[src/rtl/gfc_pkg.sv]
`default_nettype none
// ----------------------------------------------------------------------------
// gfc_pkg
// Shared widths, codes, constants and helpers of the gravimetric fill
// controller.
// ----------------------------------------------------------------------------
package gfc_pkg;

  localparam int WEIGHT_BITS = 18;
  localparam int TGT_W       = 17;
  localparam int SPD_W       = 7;
  localparam int GAIN_W      = 7;
  localparam int DUTY_W      = 10;
  localparam int CNT_W       = 16;
  localparam int TIMER_W     = 10;
  localparam int ACT_W       = 3;
  localparam int CFG_IDX_W   = 3;
  localparam int PROD_W      = 11;
  localparam int ERR_W       = (((TGT_W + 1) > WEIGHT_BITS) ? (TGT_W + 1) : WEIGHT_BITS) + 1;

  localparam int RAMP_TICKS  = 2;
  localparam int SETTLE_MS   = 1000;

  localparam int ERR_CLAMP   = 15;
  localparam int DUTY_FLOOR  = 200;
  localparam int DUTY_MAX    = 999;
  localparam int DUTY_LIMIT  = 1000;
  localparam int BOTTLE_MIN  = 5;
  localparam int SETTLE_TOL  = 3;
  localparam int DUTY_STEP   = 10;

  typedef enum logic [2:0] {
    PH_IDLE          = 3'd0,
    PH_RAMP          = 3'd1,
    PH_FILL          = 3'd2,
    PH_AWAIT_REMOVAL = 3'd3,
    PH_AWAIT_BOTTLE  = 3'd4,
    PH_CONFIRM       = 3'd5
  } phase_e;

  typedef enum logic [ACT_W-1:0] {
    ACT_SAMPLE    = 3'd0,
    ACT_TICK      = 3'd1,
    ACT_PRESS     = 3'd2,
    ACT_CLR_COUNT = 3'd3,
    ACT_CLR_TARE  = 3'd4
  } action_e;

  typedef enum logic [CFG_IDX_W-1:0] {
    CFG_TARGET     = 3'd0,
    CFG_MAX_SPEED  = 3'd1,
    CFG_GAIN       = 3'd2,
    CFG_TARE_EN    = 3'd3,
    CFG_CONTINUOUS = 3'd4
  } cfg_idx_e;

  typedef struct packed {
    logic              done;
    logic [DUTY_W-1:0] duty;
  } fill_duty_t;

  function automatic logic [DUTY_W-1:0] clamp_duty(input logic [PROD_W-1:0] v);
    logic [DUTY_W-1:0] r;
    if (v >= PROD_W'(DUTY_LIMIT)) begin
      r = DUTY_W'(DUTY_MAX);
    end else if (v == '0) begin
      r = DUTY_W'(1);
    end else begin
      r = v[DUTY_W-1:0];
    end
    return r;
  endfunction

endpackage
`default_nettype wire

[src/rtl/gravimetric_fill_controller.sv]
`default_nettype none
// ----------------------------------------------------------------------------
// gravimetric_fill_controller
// Scale-driven bottle filler: tare, pump ramp, proportional fill and
// continuous refill with bottle settle check.
//
//   channel  dir  handshake              payload
//   in       in   in_valid_i/in_stall_o  action_i, raw_weight_i
//   out      out  out_valid_o/out_stall_i pump_duty_o, net_weight_o,
//                                        fill_count_o, phase_o, start_refused_o
//   cfg      in   cfg_valid_i/cfg_ready_o cfg_index_i, cfg_data_i
//
// One beat per cycle while in_stall_o is low: state updates in the
// accept cycle, result valid the next cycle from the state registers.
// in_stall_o rises only while a result is held and out_stall_i is high.
// One state/result register rank. Reset is immediate, no clearing pass.
// ----------------------------------------------------------------------------
module gravimetric_fill_controller (
  input  logic                                   clk_i,
  input  logic                                   rst_ni,

  input  logic                                   in_valid_i,
  output logic                                   in_stall_o,
  input  logic        [gfc_pkg::ACT_W-1:0]       action_i,
  input  logic signed [gfc_pkg::WEIGHT_BITS-1:0] raw_weight_i,

  output logic                                   out_valid_o,
  input  logic                                   out_stall_i,
  output logic        [gfc_pkg::DUTY_W-1:0]      pump_duty_o,
  output logic signed [gfc_pkg::WEIGHT_BITS-1:0] net_weight_o,
  output logic        [gfc_pkg::CNT_W-1:0]       fill_count_o,
  output logic        [2:0]                      phase_o,
  output logic                                   start_refused_o,

  input  logic                                   cfg_valid_i,
  output logic                                   cfg_ready_o,
  input  logic        [gfc_pkg::CFG_IDX_W-1:0]   cfg_index_i,
  input  logic        [gfc_pkg::TGT_W-1:0]       cfg_data_i
);
  import gfc_pkg::*;

  localparam int W = WEIGHT_BITS;

  // config
  logic [TGT_W-1:0]  target_q;
  logic [SPD_W-1:0]  max_speed_q;
  logic [GAIN_W-1:0] gain_q;
  logic              tare_en_q;
  logic              cont_q;

  // state
  phase_e              phase_q, phase_d;
  logic signed [W-1:0] tare_q, tare_d;
  logic signed [W-1:0] net_q, net_d;
  logic signed [W-1:0] raw_q, raw_d;
  logic [CNT_W-1:0]    count_q, count_d;
  logic [SPD_W-1:0]    step_q, step_d;
  logic [1:0]          tick_cnt_q, tick_cnt_d;
  logic [DUTY_W-1:0]   duty_q, duty_d;
  logic signed [W-1:0] ref_q, ref_d;
  logic [TIMER_W-1:0]  timer_q, timer_d;
  logic                refused_q;
  logic                out_valid_q;

  logic                in_acc;
  logic                is_sample, is_tick, is_press, is_clr_cnt, is_clr_tare;
  logic signed [W:0]   diff;
  logic signed [W-1:0] net_sat;
  logic signed [W-1:0] net_new;
  logic signed [W+1:0] bottle_lim;
  logic                above_min;
  logic signed [W:0]   dev;
  logic                dev_out;
  logic                net_pos;
  logic [1:0]          tick_inc;
  logic [SPD_W-1:0]    step_inc;
  logic [TIMER_W-1:0]  timer_inc;
  logic                ramp_adv, ramp_end, settle_done;
  logic                both_zero, start_ok, refuse, begin_f, stop;
  phase_e              begin_phase;
  fill_duty_t          fres;

  assign in_stall_o  = out_valid_q && out_stall_i;
  assign in_acc      = in_valid_i && !in_stall_o;
  assign cfg_ready_o = 1'b1;

  assign is_sample   = in_acc && (action_i == ACT_SAMPLE);
  assign is_tick     = in_acc && (action_i == ACT_TICK);
  assign is_press    = in_acc && (action_i == ACT_PRESS);
  assign is_clr_cnt  = in_acc && (action_i == ACT_CLR_COUNT);
  assign is_clr_tare = in_acc && (action_i == ACT_CLR_TARE);

  // net weight, saturated
  assign diff    = {raw_weight_i[W-1], raw_weight_i} - {tare_q[W-1], tare_q};
  assign net_sat = (diff[W] != diff[W-1]) ?
                   (diff[W] ? {1'b1, {(W-1){1'b0}}} : {1'b0, {(W-1){1'b1}}}) :
                   diff[W-1:0];
  assign net_new = is_sample ? (tare_en_q ? net_sat : raw_weight_i) : net_q;
  assign net_pos = !net_new[W-1] && (net_new != '0);

  assign bottle_lim = (W+2)'(BOTTLE_MIN) - {{2{tare_q[W-1]}}, tare_q};
  assign above_min  = $signed({{2{net_new[W-1]}}, net_new}) > bottle_lim;

  assign dev     = {net_new[W-1], net_new} - {ref_q[W-1], ref_q};
  assign dev_out = (dev > (W+1)'(SETTLE_TOL)) || (dev < -$signed((W+1)'(SETTLE_TOL)));

  assign tick_inc    = tick_cnt_q + 2'd1;
  assign step_inc    = step_q + SPD_W'(1);
  assign timer_inc   = timer_q + TIMER_W'(1);
  assign ramp_adv    = is_tick && (phase_q == PH_RAMP) && (tick_inc >= 2'(RAMP_TICKS));
  assign ramp_end    = step_inc >= max_speed_q;
  assign settle_done = is_tick && (phase_q == PH_CONFIRM) && (timer_inc >= TIMER_W'(SETTLE_MS));

  assign both_zero   = (net_q == '0) && (tare_q == '0);
  assign start_ok    = is_press && (phase_q == PH_IDLE) && !both_zero;
  assign refuse      = is_press && (phase_q == PH_IDLE) && both_zero;
  assign begin_f     = start_ok || settle_done;
  assign stop        = is_press && ((phase_q == PH_FILL) || (phase_q == PH_AWAIT_REMOVAL) ||
                                    (phase_q == PH_AWAIT_BOTTLE));
  assign begin_phase = (max_speed_q == '0) ? PH_FILL : PH_RAMP;

  gfc_duty u_duty (
    .target_i    (target_q),
    .net_i       (net_new),
    .max_speed_i (max_speed_q),
    .gain_i      (gain_q),
    .res_o       (fres)
  );

  // next phase
  always_comb begin
    phase_d = phase_q;
    unique case (phase_q)
      PH_IDLE: begin
        if (start_ok) phase_d = begin_phase;
      end
      PH_RAMP: begin
        if (ramp_adv && ramp_end) phase_d = PH_FILL;
      end
      PH_FILL: begin
        if (is_sample && fres.done) begin
          if (cont_q) phase_d = net_pos ? PH_AWAIT_REMOVAL : PH_AWAIT_BOTTLE;
          else        phase_d = PH_IDLE;
        end else if (stop) begin
          phase_d = PH_IDLE;
        end
      end
      PH_AWAIT_REMOVAL: begin
        if (is_sample && !net_pos) phase_d = PH_AWAIT_BOTTLE;
        else if (stop)             phase_d = PH_IDLE;
      end
      PH_AWAIT_BOTTLE: begin
        if (is_sample && above_min) phase_d = PH_CONFIRM;
        else if (stop)              phase_d = PH_IDLE;
      end
      PH_CONFIRM: begin
        if (is_sample && dev_out) phase_d = PH_AWAIT_BOTTLE;
        else if (settle_done)     phase_d = begin_phase;
      end
      default: phase_d = PH_IDLE;
    endcase
  end

  // datapath next values
  always_comb begin
    tare_d     = tare_q;
    net_d      = net_new;
    raw_d      = is_sample ? raw_weight_i : raw_q;
    count_d    = count_q;
    step_d     = step_q;
    tick_cnt_d = tick_cnt_q;
    duty_d     = duty_q;
    ref_d      = ref_q;
    timer_d    = timer_q;

    if (is_sample && (phase_q == PH_FILL)) begin
      if (fres.done) begin
        duty_d  = DUTY_W'(1);
        count_d = count_q + CNT_W'(1);
      end else begin
        duty_d  = fres.duty;
      end
    end
    if (is_sample && (phase_q == PH_AWAIT_BOTTLE) && above_min) begin
      ref_d   = net_new;
      timer_d = '0;
    end
    if (is_tick && (phase_q == PH_RAMP)) begin
      tick_cnt_d = tick_inc;
      if (ramp_adv) begin
        tick_cnt_d = '0;
        step_d     = step_inc;
        if (!ramp_end) duty_d = clamp_duty(PROD_W'(step_inc) * PROD_W'(DUTY_STEP));
      end
    end
    if (is_tick && (phase_q == PH_CONFIRM)) timer_d = timer_inc;
    if (stop) duty_d = DUTY_W'(1);
    if (is_clr_cnt && (phase_q == PH_IDLE)) count_d = '0;
    if (is_clr_tare && (phase_q == PH_IDLE)) tare_d = '0;
    if (begin_f) begin
      tare_d     = tare_en_q ? raw_q : '0;
      step_d     = '0;
      tick_cnt_d = '0;
      duty_d     = DUTY_W'(1);
    end
  end

  always_ff @(posedge clk_i or negedge rst_ni) begin
    if (!rst_ni) begin
      phase_q     <= PH_IDLE;
      tare_q      <= '0;
      net_q       <= '0;
      raw_q       <= '0;
      count_q     <= '0;
      step_q      <= '0;
      tick_cnt_q  <= '0;
      duty_q      <= DUTY_W'(1);
      ref_q       <= '0;
      timer_q     <= '0;
      refused_q   <= 1'b0;
      out_valid_q <= 1'b0;
    end else begin
      if (in_acc) begin
        phase_q    <= phase_d;
        tare_q     <= tare_d;
        net_q      <= net_d;
        raw_q      <= raw_d;
        count_q    <= count_d;
        step_q     <= step_d;
        tick_cnt_q <= tick_cnt_d;
        duty_q     <= duty_d;
        ref_q      <= ref_d;
        timer_q    <= timer_d;
        refused_q  <= refuse;
      end
      if (in_acc)            out_valid_q <= 1'b1;
      else if (!out_stall_i) out_valid_q <= 1'b0;
    end
  end

  always_ff @(posedge clk_i or negedge rst_ni) begin
    if (!rst_ni) begin
      target_q    <= TGT_W'(200);
      max_speed_q <= SPD_W'(80);
      gain_q      <= GAIN_W'(70);
      tare_en_q   <= 1'b1;
      cont_q      <= 1'b1;
    end else if (cfg_valid_i && cfg_ready_o) begin
      unique case (cfg_index_i)
        CFG_TARGET:     target_q    <= cfg_data_i;
        CFG_MAX_SPEED:  max_speed_q <= cfg_data_i[SPD_W-1:0];
        CFG_GAIN:       gain_q      <= cfg_data_i[GAIN_W-1:0];
        CFG_TARE_EN:    tare_en_q   <= cfg_data_i[0];
        CFG_CONTINUOUS: cont_q      <= cfg_data_i[0];
        default: ;
      endcase
    end
  end

  assign out_valid_o     = out_valid_q;
  assign pump_duty_o     = duty_q;
  assign net_weight_o    = net_q;
  assign fill_count_o    = count_q;
  assign phase_o         = phase_q;
  assign start_refused_o = refused_q;

  a_duty_range: assert property (@(posedge clk_i) disable iff (!rst_ni)
    (duty_q != '0) && (duty_q < DUTY_W'(DUTY_LIMIT)))
    else $error("pump duty out of range");

  a_pump_off: assert property (@(posedge clk_i) disable iff (!rst_ni)
    ((phase_q != PH_RAMP) && (phase_q != PH_FILL)) |-> (duty_q == DUTY_W'(1)))
    else $error("pump running outside ramp or fill");

  a_refuse_idle: assert property (@(posedge clk_i) disable iff (!rst_ni)
    refused_q |-> (phase_q == PH_IDLE))
    else $error("refused start outside idle");

  a_count_src: assert property (@(posedge clk_i) disable iff (!rst_ni)
    (count_q != $past(count_q)) |-> (($past(phase_q) == PH_FILL) || ($past(phase_q) == PH_IDLE)))
    else $error("fill count changed outside fill or idle");

endmodule
`default_nettype wire

[src/rtl/gfc_duty.sv]
`default_nettype none
// ----------------------------------------------------------------------------
// gfc_duty
// Proportional fill step: weight error, completion test and clamped duty.
// ----------------------------------------------------------------------------
module gfc_duty (
  input  logic        [gfc_pkg::TGT_W-1:0]       target_i,
  input  logic signed [gfc_pkg::WEIGHT_BITS-1:0] net_i,
  input  logic        [gfc_pkg::SPD_W-1:0]       max_speed_i,
  input  logic        [gfc_pkg::GAIN_W-1:0]      gain_i,
  output gfc_pkg::fill_duty_t                    res_o
);
  import gfc_pkg::*;

  logic signed [ERR_W-1:0]  tgt_s;
  logic signed [ERR_W-1:0]  net_s;
  logic signed [ERR_W-1:0]  err;
  logic                     err_big;
  logic [3:0]               err_c;
  logic [PROD_W-1:0]        prod;
  logic [PROD_W-1:0]        cap;
  logic [PROD_W-1:0]        lim;
  logic [PROD_W-1:0]        lim_f;

  assign tgt_s   = {{(ERR_W-TGT_W){1'b0}}, target_i};
  assign net_s   = {{(ERR_W-WEIGHT_BITS){net_i[WEIGHT_BITS-1]}}, net_i};
  assign err     = tgt_s - net_s;

  assign err_big = !err[ERR_W-1] && (err > ERR_W'(ERR_CLAMP));
  assign err_c   = err_big ? 4'(ERR_CLAMP) : err[3:0];

  assign prod    = PROD_W'(err_c) * PROD_W'(gain_i);
  assign cap     = PROD_W'(max_speed_i) * PROD_W'(DUTY_STEP);
  assign lim     = (prod > cap) ? cap : prod;
  assign lim_f   = ((lim != '0) && (lim < PROD_W'(DUTY_FLOOR))) ? PROD_W'(DUTY_FLOOR) : lim;

  assign res_o.done = err[ERR_W-1] || (err == '0);
  assign res_o.duty = clamp_duty(lim_f);

endmodule
`default_nettype wire
[config.mk]
export PLATFORM = sky130hd
export DESIGN_NAME = gravimetric_fill_controller
export DESIGN_NICKNAME = d
export VERILOG_FILES = /design/src/rtl/gfc_pkg.sv /design/src/rtl/gravimetric_fill_controller.sv /design/src/rtl/gfc_duty.sv
export SDC_FILE = /design/constraint.sdc
export NUM_CORES = 1
export LEC_CHECK = 0
export ABC_AREA = 1
export ABC_CLOCK_PERIOD_IN_PS = 13800
export BUFFER_PORTS_ARGS = -buffer_cell sky130_fd_sc_hd__buf_2
export CAP_MARGIN = 20
export CORE_UTILIZATION = 44
export DETAILED_ROUTE_END_ITERATION = 7
export GPL_ROUTABILITY_DRIVEN = 0
export PLACE_DENSITY_LB_ADDON = 0.1
export SLEW_MARGIN = 15
export SYNTH_ARGS = -nofsm -noshare
export SYNTH_HDL_FRONTEND = slang
export SYNTH_SLANG_ARGS = --single-unit
[constraint.sdc]
create_clock -name clk_i -period 13.8 [get_ports clk_i]
set_input_delay 2.76 -clock clk_i [delete_from_list [all_inputs] [get_ports clk_i]]
set_output_delay 2.76 -clock clk_i [all_outputs]
set_load 0.05 [all_outputs]
======== Word-level counts from Yosys, hierarchy flattened ========
Index checks and enable logic that the tools add are counted.
word-level totals
  flip-flop bits (word level) ............. 155
  bits in latches ......................... 0
  memory bits (writable) .................. 0
  ROM bits ................................ 0
  bits of input ports ..................... 46
  output and inout port bits .............. 51
  logic and storage cells ................. 172
  memories ................................ 0
operators by class
  $add $sub $neg .......................... 8
  $mul .................................... 3
  divide/modulo/power cells ............... 0
  magnitude comparators ................... 11
  equality and inequality tests ........... 18
  shift-type cells ........................ 0
  multiplexer cells ....................... 46
  bitwise gates (word level) .............. 0
  reductions and logical operators ........ 69
operator list
  kind                                                    number
  two-way mux 10 bit                                      13
  two-way mux 18 bit                                      7
  subtractor 18 x 18 -> 19 bit                            3
  two-way mux 16 bit                                      3
  zero test 18 bit                                        2
  two-way mux 3 bit                                       10
  logical AND 1 bit                                       29
  >= comparator 11 x 10 -> 1 bit (second input constant)  2
  zero test 11 bit                                        2
  two-way mux 11 bit                                      2
  two-way mux 7 bit                                       3
  multiplier 7 x 3 -> 10 bit (second input constant)      2
  AND reduction 2 bit                                     10
  > comparator 18 x 19 -> 1 bit                           1
  > comparator 19 x 3 -> 1 bit (second input constant)    1
  > comparator 19 x 5 -> 1 bit (second input constant)    1
  zero test 19 bit                                        1
  < comparator 19 x 3 -> 1 bit (second input constant)    1
  subtractor 4 x 18 -> 19 bit (first input constant)      1
  == test 3 x 2 -> 1 bit (second input constant)          6
  case mux 3 bit (6 select lines)                         1
  nonzero test 18 bit                                     1
  adder 16 x 1 -> 16 bit (second input constant)          1
  == test 3 bit (second input constant)                   4
  25 further kinds                                        48

======== Longest topological paths before layout ========
Gate-level depths: netlist of run 1.
  depth in word-level cells ............... 25
  gate-level depth with buffers ........... 76
  gate-level depth less buffers ........... 75

======== Hierarchy ========
Synthesis of run 1 repeated with hierarchy kept, for this count alone.
unflattened totals
  cell total of the unflattened synthesis .. 1976
  area total of the unflattened synthesis .. 13870.8 µm²
modules (own cells, without submodules)
  module                       instances  cells an instance  area an instance (µm²)  seq. area each (µm²)
  gravimetric_fill_controller  1          1432               10766.6                 3892.5
  gfc_duty                     1          544                3104.2                  0.0

======== Worst setup path after synthesis of run 1 ========
OpenSTA, ideal clock, no wires.
  kind .................................... input-to-reg
  from .................................... in raw_weight_i[2] (netlist bit)
  to ...................................... reg duty_q[2], in the netlist pump_duty_o[2]
  setup time .............................. 127 ps
  arrival ................................. 12024 ps
  required time ........................... 13673 ps
  slack ................................... 1649 ps
  stages .................................. 74
  path buffers ............................ 1
  cell sequence ........................... ha_1 -> a21oi_1 -> o21ai_0 -> nand3_1 -> nand3_1 -> nand3_1 -> a21boi_0 -> or2_2 -> a21oi_1 -> nor2_1 -> o21ai_0 -> nand2_1 -> xor2_1 -> inv_1 -> ha_1 -> nand2_1 -> nand2_1 -> inv_1 -> [38 not listed] -> nor3_1 -> nand2_4 -> nand2_8 -> nand2_2 -> nand2_2 -> nand2_1 -> nor2_2 -> nand2_2 -> nand3_4 -> nand3_1 -> nand2_2 -> nand2_2 -> nor2_4 -> nand2_1 -> nand2_1 -> nand2_1 -> nand2_1 -> nor2_1
on the way
  longest elaborated chain between the ends .. 25
  elaborated cells between the ends (all ways) .. 31
  classes of those cells .................. add/sub: 2; mul: 1; order compare: 4; eq/ne: 1; mux: 16; reduce/logical: 7
RTL lines
  item                                                                   line                                                                  RTL
  from (decl)                                                            gravimetric_fill_controller.sv:25                                     input logic signed [gfc_pkg::WEIGHT_BITS-1:0] raw_weight_i,
  subtractor 18 x 18 -> 19 bit (*)                                       gravimetric_fill_controller.sv:94                                     assign diff = {raw_weight_i[W-1], raw_weight_i} - {tare_q[W-1], tare_q};
  two-way mux 18 bit or inequality test 1 bit (tied branches)            gravimetric_fill_controller.sv:96, gravimetric_fill_controller.sv:95
  two-way mux 18 bit (*)                                                 gravimetric_fill_controller.sv:95                                     assign net_sat = (diff[W] != diff[W-1]) ?
  two-way mux 18 bit (*) (2 in a row)                                    gravimetric_fill_controller.sv:98                                     assign net_new = is_sample ? (tare_en_q ? net_sat : raw_weight_i) : net_q;
  named net net_d[0]                                                     gravimetric_fill_controller.sv:54                                     logic signed [W-1:0] net_q, net_d;
  subtractor 18 x 18 -> 19 bit (*)                                       gfc_duty.sv:27                                                        assign err = tgt_s - net_s;
  branches (longest 12 deep; another with > comparator 19 x 5 -> 1 bit)  n/a
  two-way mux 10 bit (*)                                                 gravimetric_fill_controller.sv:177                                    if (fres.done) begin
  two-way mux 10 bit (*)                                                 gravimetric_fill_controller.sv:176                                    if (is_sample && (phase_q == PH_FILL)) begin
  two-way mux 10 bit                                                     gravimetric_fill_controller.sv:193                                    if (!ramp_end) duty_d = clamp_duty(PROD_W'(step_inc) * PROD_W'(DUTY_STEP));
  two-way mux 10 bit                                                     gravimetric_fill_controller.sv:190                                    if (ramp_adv) begin
  two-way mux 10 bit (*)                                                 gravimetric_fill_controller.sv:188                                    if (is_tick && (phase_q == PH_RAMP)) begin
  two-way mux 10 bit (*)                                                 gravimetric_fill_controller.sv:197                                    if (stop) duty_d = DUTY_W'(1);
  two-way mux 10 bit (*)                                                 gravimetric_fill_controller.sv:200                                    if (begin_f) begin
  to (signal assigned)                                                   gravimetric_fill_controller.sv:231                                    duty_q <= duty_d;
  to (decl)                                                              gravimetric_fill_controller.sv:59                                     logic [DUTY_W-1:0] duty_q, duty_d;
Mark *: on every way through the listed nets, which the timed path passes.
A chain may end at the register's enable or synchronous reset.

======== Final worst setup path of run 1 ========
Ends and elaborated chain as after synthesis.

==> results of run 1 <==
## synthesized netlist by cell type, drive strengths merged, types with 3 or more instances
cell type	count
o21a	10
nor3	27
nand4	38
nand3	86
ha	130
fa	15
o31ai	4
a211oi	6
o21ai	136
and2	3
inv	324
a31oi	3
clkbuf	26
a22oi	3
xor2	55
a21boi	5
buf	5
nor4	13
o22ai	7
o32ai	18
o21bai	6
dfrtp	144
nand2	466
mux2	11
nand3b	4
or2	4
a21o	4
a21oi	109
nor2	163
xnor2	14
dfstp	11
o211ai	3
## metal layers
layer	track usage (%)	share of wire, %	up-vias
met5	0	0	-
met4	8.77	2.7	0
met3	4.05	4.5	57
met2	40.7	47	274
met1	32.3	46	5712
li1	-	-	6291
## area by class of cell
cell class                 instances  area, µm²
tap                              390        488
fill                            3080      14800
clock inverter                    13        121
timing repair buffer             112        609
clock buffer                      19        453
inverter                         325       1230
multi-input combinational       1358       8060
sequential                       155       3890
## state kept, by name (all words and copies together), names as in the netlist, 2 cells and up
register and flops:
net_weight_o 18, raw_q 18, ref_q 18, tare_q 18, target_q 17, fill_count_o 16
pump_duty_o 10, timer_q 10, gain_q 7, max_speed_q 7, step_q 7, phase_o 3
tick_cnt_q 2
## worst min path at each step
stage / to / from / depth (start not counted) / slack, ns
after floorplan: gain_q[3] / gain_q[3] / 2 / 0.45
after global placement: ref_q[4] / ref_q[4] / 2 / 0.47
after detailed placement: ref_q[8] / ref_q[8] / 2 / 0.47
after CTS: ref_q[8] / ref_q[8] / 2 / 0.49
after global routing: ref_q[7] / ref_q[7] / 2 / 0.51
final: ref_q[15] / ref_q[15] / 2 / 0.49
## cell families (layout without fill, tap and decap cells)
logic type                 Yosys count  after routing  synth area share [%]
other                                1              1                0.0282
and+or+nand+nor                    809            809                  26.6
AOI/OAI and AO/OA                  323            323                  13.9
DFF                                155            155                  29.3
muxes                               11             11                 0.933
buffers and inverters              356            469                  10.2
xor gates and xnor gates            69             69                  4.55
adders and majority gates          145            145                  14.5
## cells in the final DEF, fill, tap and decap left out, drive strengths merged, types with 4 or more instances in the layout
master	count
a211oi	6
a21boi	5
a21o	4
a21oi	109
buf	112
clkbuf	19
clkinv	5
dfrtp	144
dfstp	11
fa	15
ha	130
inv	330
mux2	11
nand2	466
nand3	86
nand3b	4
nand4	38
nor2	163
nor3	27
nor4	13
o21a	10
o21ai	136
o21bai	6
o22ai	7
o31ai	4
o32ai	18
or2	4
xnor2	14
xor2	55
## worst register-to-register path: cells and delay by family, from the launching register on
family                     cells  cell delay [ns]
AOI/OAI and AO/OA             11             1.74
xor gates and xnor gates       2             0.32
adders and majority gates      8             3.09
buffers and inverters          8             0.81
DFF                            1             0.40
and+or+nand+nor               45             4.37
## repair_timing
item / 4_1_cts / 5_1_grt
buffers inserted: 0 / 1
gates resized for setup: 0 / 6
setup endpoints to repair: 0 / 9
## metrics by stage
step / setup TNS [ns] / util (%) / cell area (µm²)
floorplan: 0 / - / 13300
global placement: 0 / 48.1 / 14200
detailed placement: 0 / 48.1 / 14200
CTS: 0 / 50.0 / 14800
global route: -0.00191 / 50.1 / 14800
finish: 0 / 50.1 / 14800
==> impl_metrics.env, run 1 <==
export IMPL_setup_viol=0
export IMPL_insertion_delay_ns=0.46
export IMPL_die_area_um2=30900
export IMPL_ys_ff_latch=155
export IMPL_yosysUniqueCellTypes=62
export IMPL_startpoint="raw_weight_i[2]"
export IMPL_critPathLaunchType="input port"
export IMPL_rows=63
export IMPL_area_delta_synth_final_pct=11.8
export IMPL_io_pins=97
export IMPL_clock_fmax_mhz=77.9
export IMPL_max_cap_violations=0
export IMPL_crit_type="in -> reg"
export IMPL_cp_common_cell="nand2_1"
export IMPL_htreeDepth=4
export IMPL_critPathMaxStageDelay_ns=0.53
export IMPL_worst_path_buf_inv=8
export IMPL_antenna_cells=0
export IMPL_holdWs_ns=0.486
export IMPL_antenna_found_initial=0
export IMPL_vias=12334
export IMPL_syn_area_per_cell_um2=7.11
export IMPL_clock_sinks=155
export IMPL_yosys_top_cells_area="dfrtp_1 27%, nand2_1 12%, ha_1 12%, inv_1 9.0%, o21ai_0 4.8%"
export IMPL_cp_endpoint="pump_duty_o[2]"
export IMPL_finalMaxSlewViolations=0
export IMPL_synth_area_um2=13300
export IMPL_clock_path_buffers=2
export IMPL_grt_max_degree=85
export IMPL_crit_family="simple AND/OR/NAND/NOR gates"
export IMPL_io_buffers=95
export IMPL_fin_nets=2160
export IMPL_end_kind="flop"
export IMPL_synthFlopType="dfrtp_1"
export IMPL_drcViolationCount=0
export IMPL_crit_required_ns=14.13
export IMPL_wirelength_mm=37.0
export IMPL_cts_made_buffers=17
export IMPL_outcome="finished, final reports clean"
export IMPL_reg2regPathDepth=74
export IMPL_postRouteAntennaNets=0
export IMPL_fin_crit_sh_pct=93.1
export IMPL_final_cells=2372
export IMPL_hold_viol_final=0
export IMPL_timing_slew_headroom_pct=31.3
export IMPL_worst_slew_pin_slew_ns=1.03
export IMPL_path_clk_slew_ns=0.07
export IMPL_cts_root_buf="clkbuf_16"
export IMPL_reg2reg_from="tare_q[2]"
export IMPL_drtIter0Drc=782
export IMPL_overflow=0
export IMPL_critPathSlowestCell="fa_1"
export IMPL_cp_max_fo=10
export IMPL_netlist_area_leader_share_pct=27.1
export IMPL_synth_edf_count=0
export IMPL_setup_slack_ns=0.959
export IMPL_synth_yosys_seq_area_share_pct=29.3
export IMPL_track_usage_pct=24.6
export IMPL_drive_gt1_share_pct=11.5
export IMPL_dpl_cell_count=2339
export IMPL_reg2reg_setup_slack_ns=2.93
export IMPL_die_w_um=176
export IMPL_synth_cells=1869
export IMPL_crit_cells=74
export IMPL_async_flop_share_pct=100
export IMPL_grt_pass1_wl_mm=59.9
export IMPL_cts_tree="done"
export IMPL_synth_net_count=2060
export IMPL_r2r_end="pump_duty_o[2]"
export IMPL_fin_crit_ns=12.84
export IMPL_grt_pass1_vias=11626
export IMPL_hold_buffers=0
export IMPL_yosysTopAreaCell="dfrtp_1"
export IMPL_fin_worst_skew_ns=0.0225
export IMPL_via_per_inst=5.20
export IMPL_holdCritPathClass="reg -> reg"
export IMPL_cp_arrival_ns=13.17
export IMPL_die_y_um=176
export IMPL_synth_warnings=0
export IMPL_hpwl_mm=29.2
export IMPL_firstDrtPassIters=8
export IMPL_wire_per_inst_um=15.6
export IMPL_post_place_ws_ns=0.288
export IMPL_core_area_um2=29600
export IMPL_start_util_pct=44.8
Power of run 1 is left out: the tool's default activity adds up to more than one toggle a clock period on the data nets, which glitch-free logic cannot reach.
==> run 2, diff against run 1 <==
==> constraint.sdc (replaced) <==
create_clock -name clk_i -period 13.8 [get_ports clk_i]
set_input_delay 0.69 -clock clk_i [delete_from_list [all_inputs] [get_ports clk_i]]
set_output_delay 0.69 -clock clk_i [all_outputs]
set_load 0.05 [all_outputs]
==> run 2 against run 1 <==
  * First-iteration DRC count is 4.7% lower
  * Hold slack got worse by 0.11 ns
  * Design area fell by 0.13%
  * Critical endpoint unchanged
  * Final cell count down 0.13%
  * Critical path type is now reg -> reg
  * Routed wire length hardly changed
  * Die area unchanged
  * Largest cell class unchanged
==> impl_metrics.env, run 2 (synthesis results as in run 1) <==
export IMPL_die_y_um=176
export IMPL_drcViolationCount=0
export IMPL_antenna_cells=0
export IMPL_cts_root_buf="clkbuf_16"
export IMPL_die_area_um2=30900
export IMPL_grt_pass1_vias=11652
export IMPL_crit_required_ns=14.13
export IMPL_cp_max_fo=15
export IMPL_start_util_pct=44.8
export IMPL_rows=63
export IMPL_mostFrequentLayoutCells="441 x nand2_1, 317 x inv_1, 152 x nor2_1, 144 x dfrtp_1, 130 x ha_1"
export IMPL_reg2reg_from="tare_q[2]"
export IMPL_io_pins=97
export IMPL_wire_per_inst_um=15.6
export IMPL_rsz0062_at_grt="no"
export IMPL_holdCritPathClass="in -> async"
export IMPL_clock_sinks=155
export IMPL_crit_type="reg -> reg"
export IMPL_worst_slew_pin_slew_ns=1.00
export IMPL_vias=12463
export IMPL_hold_buffers=0
export IMPL_multi_input_area_um2=8040
export IMPL_overflow=0
export IMPL_antenna_found_initial=0
export IMPL_hold_viol_final=0
export IMPL_timing_slew_headroom_pct=33.0
export IMPL_fin_nets=2157
export IMPL_cts_made_buffers=17
export IMPL_cts_setup_buffers=0
export IMPL_max_cap_violations=0
export IMPL_regArea_um2=3890
export IMPL_end_kind="flop"
export IMPL_startpoint="tare_q[2]"
export IMPL_finalMaxSlewViolations=0
export IMPL_final_common_cell="nand2_1"
export IMPL_postRouteAntennaNets=0
export IMPL_insertion_delay_ns=0.46
export IMPL_outcome="finished, final reports clean"
export IMPL_io_buffers=95
export IMPL_drive_gt1_share_pct=11.1
export IMPL_wirelength_mm=37.0
export IMPL_cts_repair_resize_count=0
export IMPL_fin_worst_skew_ns=0.0153
export IMPL_cp_common_cell="nand2_1"
export IMPL_htreeDepth=4
export IMPL_hpwl_mm=29.0
export IMPL_grt_max_degree=102
export IMPL_fin_crit_sh_pct=85.0
export IMPL_drtIter0Drc=745
export IMPL_track_usage_pct=24.6
export IMPL_clock_path_buffers=2
export IMPL_die_w_um=176
export IMPL_grt_pass1_wl_mm=60.1
export IMPL_setup_viol=0
export IMPL_fillers=3040
export IMPL_setup_tns_ns=0
export IMPL_critPathLaunchType="flop"
export IMPL_core_area_um2=29600
export IMPL_cp_arrival_ns=12.06
export IMPL_path_clk_slew_ns=0.08
export IMPL_critPathSlowestCell="fa_1"
export IMPL_cts_tree="done"
export IMPL_fin_crit_ns=11.73
export IMPL_critPathMaxStageDelay_ns=0.54
export IMPL_via_per_inst=5.26
export IMPL_firstDrtPassIters=5
export IMPL_clock_fmax_mhz=85.2
export IMPL_area_delta_synth_final_pct=11.7
run 2: final cells by class:
type / instances / area share (%)
multi-input combinational: 1358 / 54.2
clock buffer: 17 / 2.87
inverter: 325 / 8.23
timing repair buffer: 109 / 3.96
tap: 390 / 3.29
sequential: 155 / 26.2
clock inverter: 15 / 1.17
run 2: worst paths after layout:
check	to	slack [ns]	cells past startpoint
max	pump_duty_o[2]	2.07	71
min	ref_q[13]	0.38	1
max reg2reg	pump_duty_o[2]	2.07	71
min reg2reg	ref_q[7]	0.49	2
max in group asynchronous	tare_q[0]	12.09	2
min in group clk_i	target_q[8]	0.48	2
run 2: worst max-delay path, delay by kind of cell, from the launching register on:
family	cells	cell delay, ns
XOR/XNOR	2	0.39
buffers and inverters	8	1.00
AND/OR/NAND/NOR	40	4.03
AO/OA/AOI/OAI	13	2.67
adder cells (fa/ha/maj)	8	3.08
flip-flops	1	0.41
run 2: metrics by stage:
step / setup WS [ns] / utilization (%) / cells / instance area, µm² / hold WS, ns
3_5_place_dp: 1.81 / 48.0 / 2337 / 14200 / 0.474
2_1_floorplan: 3.72 / - / 1869 / 13300 / 0.394
5_1_grt: 1.04 / 50.0 / 2369 / 14800 / 0.445
3_3_place_gp: 2.22 / 48.0 / 2337 / 14200 / 0.467
4_1_cts: 2.15 / 50.0 / 2369 / 14800 / 0.417
6_report: 2.07 / 50.0 / 2369 / 14800 / 0.377
run 2: metal layers:
metal	vias up	global-route usage [%]	share of wire, %
li1	6292	-	-
met1	5826	32.6	46
met2	300	41.3	47
met3	45	3.48	4.2
met4	0	7.32	2.0
met5	-	0	0
Power of run 2 is left out for the same reason.
==> run 3, diff against run 2 <==
--- a/config.mk
+++ b/config.mk
@@ -6,9 +6,9 @@
 export NUM_CORES = 1
 export LEC_CHECK = 0
 export ABC_AREA = 1
-export ABC_CLOCK_PERIOD_IN_PS = 13800
+export ABC_CLOCK_PERIOD_IN_PS = 14700
 export BUFFER_PORTS_ARGS = -buffer_cell sky130_fd_sc_hd__buf_2
-export CAP_MARGIN = 20
+export CAP_MARGIN = 10
 export CORE_UTILIZATION = 44
 export DETAILED_ROUTE_END_ITERATION = 7
 export GPL_ROUTABILITY_DRIVEN = 0
==> constraint.sdc (replaced) <==
create_clock -name clk_i -period 14.7 [get_ports clk_i]
set_input_delay 0.735 -clock clk_i [delete_from_list [all_inputs] [get_ports clk_i]]
set_output_delay 0.735 -clock clk_i [all_outputs]
set_load 0.05 [all_outputs]
==> run 3 against run 2 <==
  * Sequential share of layout area about the same
  * Register-to-register slack better by 0.96 ns
  * Setup slack better by 0.96 ns
  * Routed wire length increased by 1.0%
  * Global-route usage grew 0.095 points
  * Maximum frequency is 0.48% higher
  * Final cell count did not move
  * Die area stayed put
  * Critical path depth is the same
  * Critical endpoint unchanged
==> impl_metrics.env, run 3 (synthesis results as in run 1) <==
export IMPL_worst_slew_pin_slew_ns=1.02
export IMPL_drtIter0Drc=786
export IMPL_clock_sinks=155
export IMPL_critPathLaunchType="flop"
export IMPL_critPathSlowestCell="fa_1"
export IMPL_timing_slew_headroom_pct=31.8
export IMPL_end_kind="flop"
export IMPL_drcViolationCount=0
export IMPL_rsz0062_at_grt="no"
export IMPL_drive_gt1_share_pct=11.0
export IMPL_io_buffers=95
export IMPL_reg2reg_setup_slack_ns=3.03
export IMPL_area_delta_synth_final_pct=11.5
export IMPL_clock_fmax_mhz=85.7
export IMPL_holdCritPathClass="in -> async"
export IMPL_io_pins=97
export IMPL_track_usage_pct=24.7
export IMPL_grt_pass1_vias=11673
export IMPL_outcome="finished, final reports clean"
export IMPL_setup_tns_ns=0
export IMPL_antenna_found_initial=0
export IMPL_hold_viol_final=0
export IMPL_vias=12408
export IMPL_firstDrtPassIters=6
export IMPL_cts_made_buffers=17
export IMPL_antenna_cells=0
export IMPL_final_common_cell="nand2_1"
export IMPL_via_per_inst=5.24
export IMPL_fin_worst_skew_ns=0.0151
export IMPL_overflow=0
export IMPL_clock_path_buffers=2
export IMPL_fin_nets=2157
export IMPL_cp_common_cell="nand2_1"
export IMPL_crit_type="reg -> reg"
export IMPL_cts_setup_buffers=0
export IMPL_wirelength_mm=37.3
export IMPL_hpwl_mm=29.1
export IMPL_grt_pass1_wl_mm=60.1
export IMPL_path_clk_slew_ns=0.07
export IMPL_die_area_um2=30900
export IMPL_cts_tree="done"
export IMPL_wire_per_inst_um=15.8
export IMPL_insertion_delay_ns=0.46
export IMPL_mostFrequentLayoutCells="441 x nand2_1, 317 x inv_1, 152 x nor2_1, 144 x dfrtp_1, 130 x ha_1"
export IMPL_postRouteAntennaNets=0
export IMPL_fin_crit_sh_pct=79.4
export IMPL_crit_required_ns=15.02
export IMPL_cp_max_fo=15
export IMPL_die_w_um=176
export IMPL_reg2reg_from="tare_q[2]"
export IMPL_r2r_end="pump_duty_o[2]"
export IMPL_rows=63
export IMPL_die_y_um=176
export IMPL_setup_viol=0
export IMPL_start_util_pct=44.8
export IMPL_hold_buffers=0
export IMPL_max_cap_violations=0
export IMPL_cts_repair_resize_count=0
export IMPL_finalMaxSlewViolations=0
export IMPL_htreeDepth=4
export IMPL_cp_arrival_ns=12.00
export IMPL_cts_root_buf="clkbuf_16"
export IMPL_critPathMaxStageDelay_ns=0.54
export IMPL_core_area_um2=29600
export IMPL_grt_max_degree=102
export IMPL_fin_crit_ns=11.67
export IMPL_reg2regPathDepth=71
==> run 3: how the worst max path moves through the flow <==
stage	start	end	cells past startpoint
finish	tare_q[2]	pump_duty_o[2]	71
global route	tare_q[2]	pump_duty_o[9]	71
floorplan	raw_weight_i[2]	pump_duty_o[2]	74
detailed placement	raw_weight_i[2]	pump_duty_o[5]	71
CTS	tare_q[2]	pump_duty_o[2]	71
global placement	raw_weight_i[2]	pump_duty_o[2]	71
==> run 3: cell type report <==
type / instances / area, µm²
fill: 3034 / 14800
multi-input combinational: 1358 / 8040
sequential: 155 / 3890
inverter: 325 / 1220
timing repair buffer: 109 / 587
tap: 390 / 488
clock buffer: 18 / 429
clock inverter: 14 / 154
==> run 3: layer usage <==
layer / global-route usage [%] / up-vias / part of all wire, %
li1: - / 6281 / -
met3: 3.87 / 42 / 4.0
met1: 33.0 / 5820 / 47
met2: 40.7 / 265 / 47
met4: 7.90 / 0 / 2.2
met5: 0 / - / 0
==> run 3: metrics by stage <==
step	setup WS, ns	area [µm²]	hold WS (ns)	cells	utilization [%]
2_1_floorplan	4.57	13300	0.439	1869	-
3_3_place_gp	3.08	14200	0.467	2337	48.0
3_5_place_dp	2.73	14200	0.473	2337	48.0
4_1_cts	3.12	14800	0.466	2369	50.0
5_1_grt	1.99	14800	0.497	2369	50.0
6_report	3.03	14800	0.396	2369	50.0
==> run 3: critical path, delay by kind of cell (launching register included) <==
family          cells  cell delay [ns]
simple gates       40             4.09
fa+ha+maj           8             3.07
compound gates     13             2.59
buf+inv             8             1.01
flops               1             0.40
xor+xnor            2             0.39
Power of run 3 is left out for the same reason.
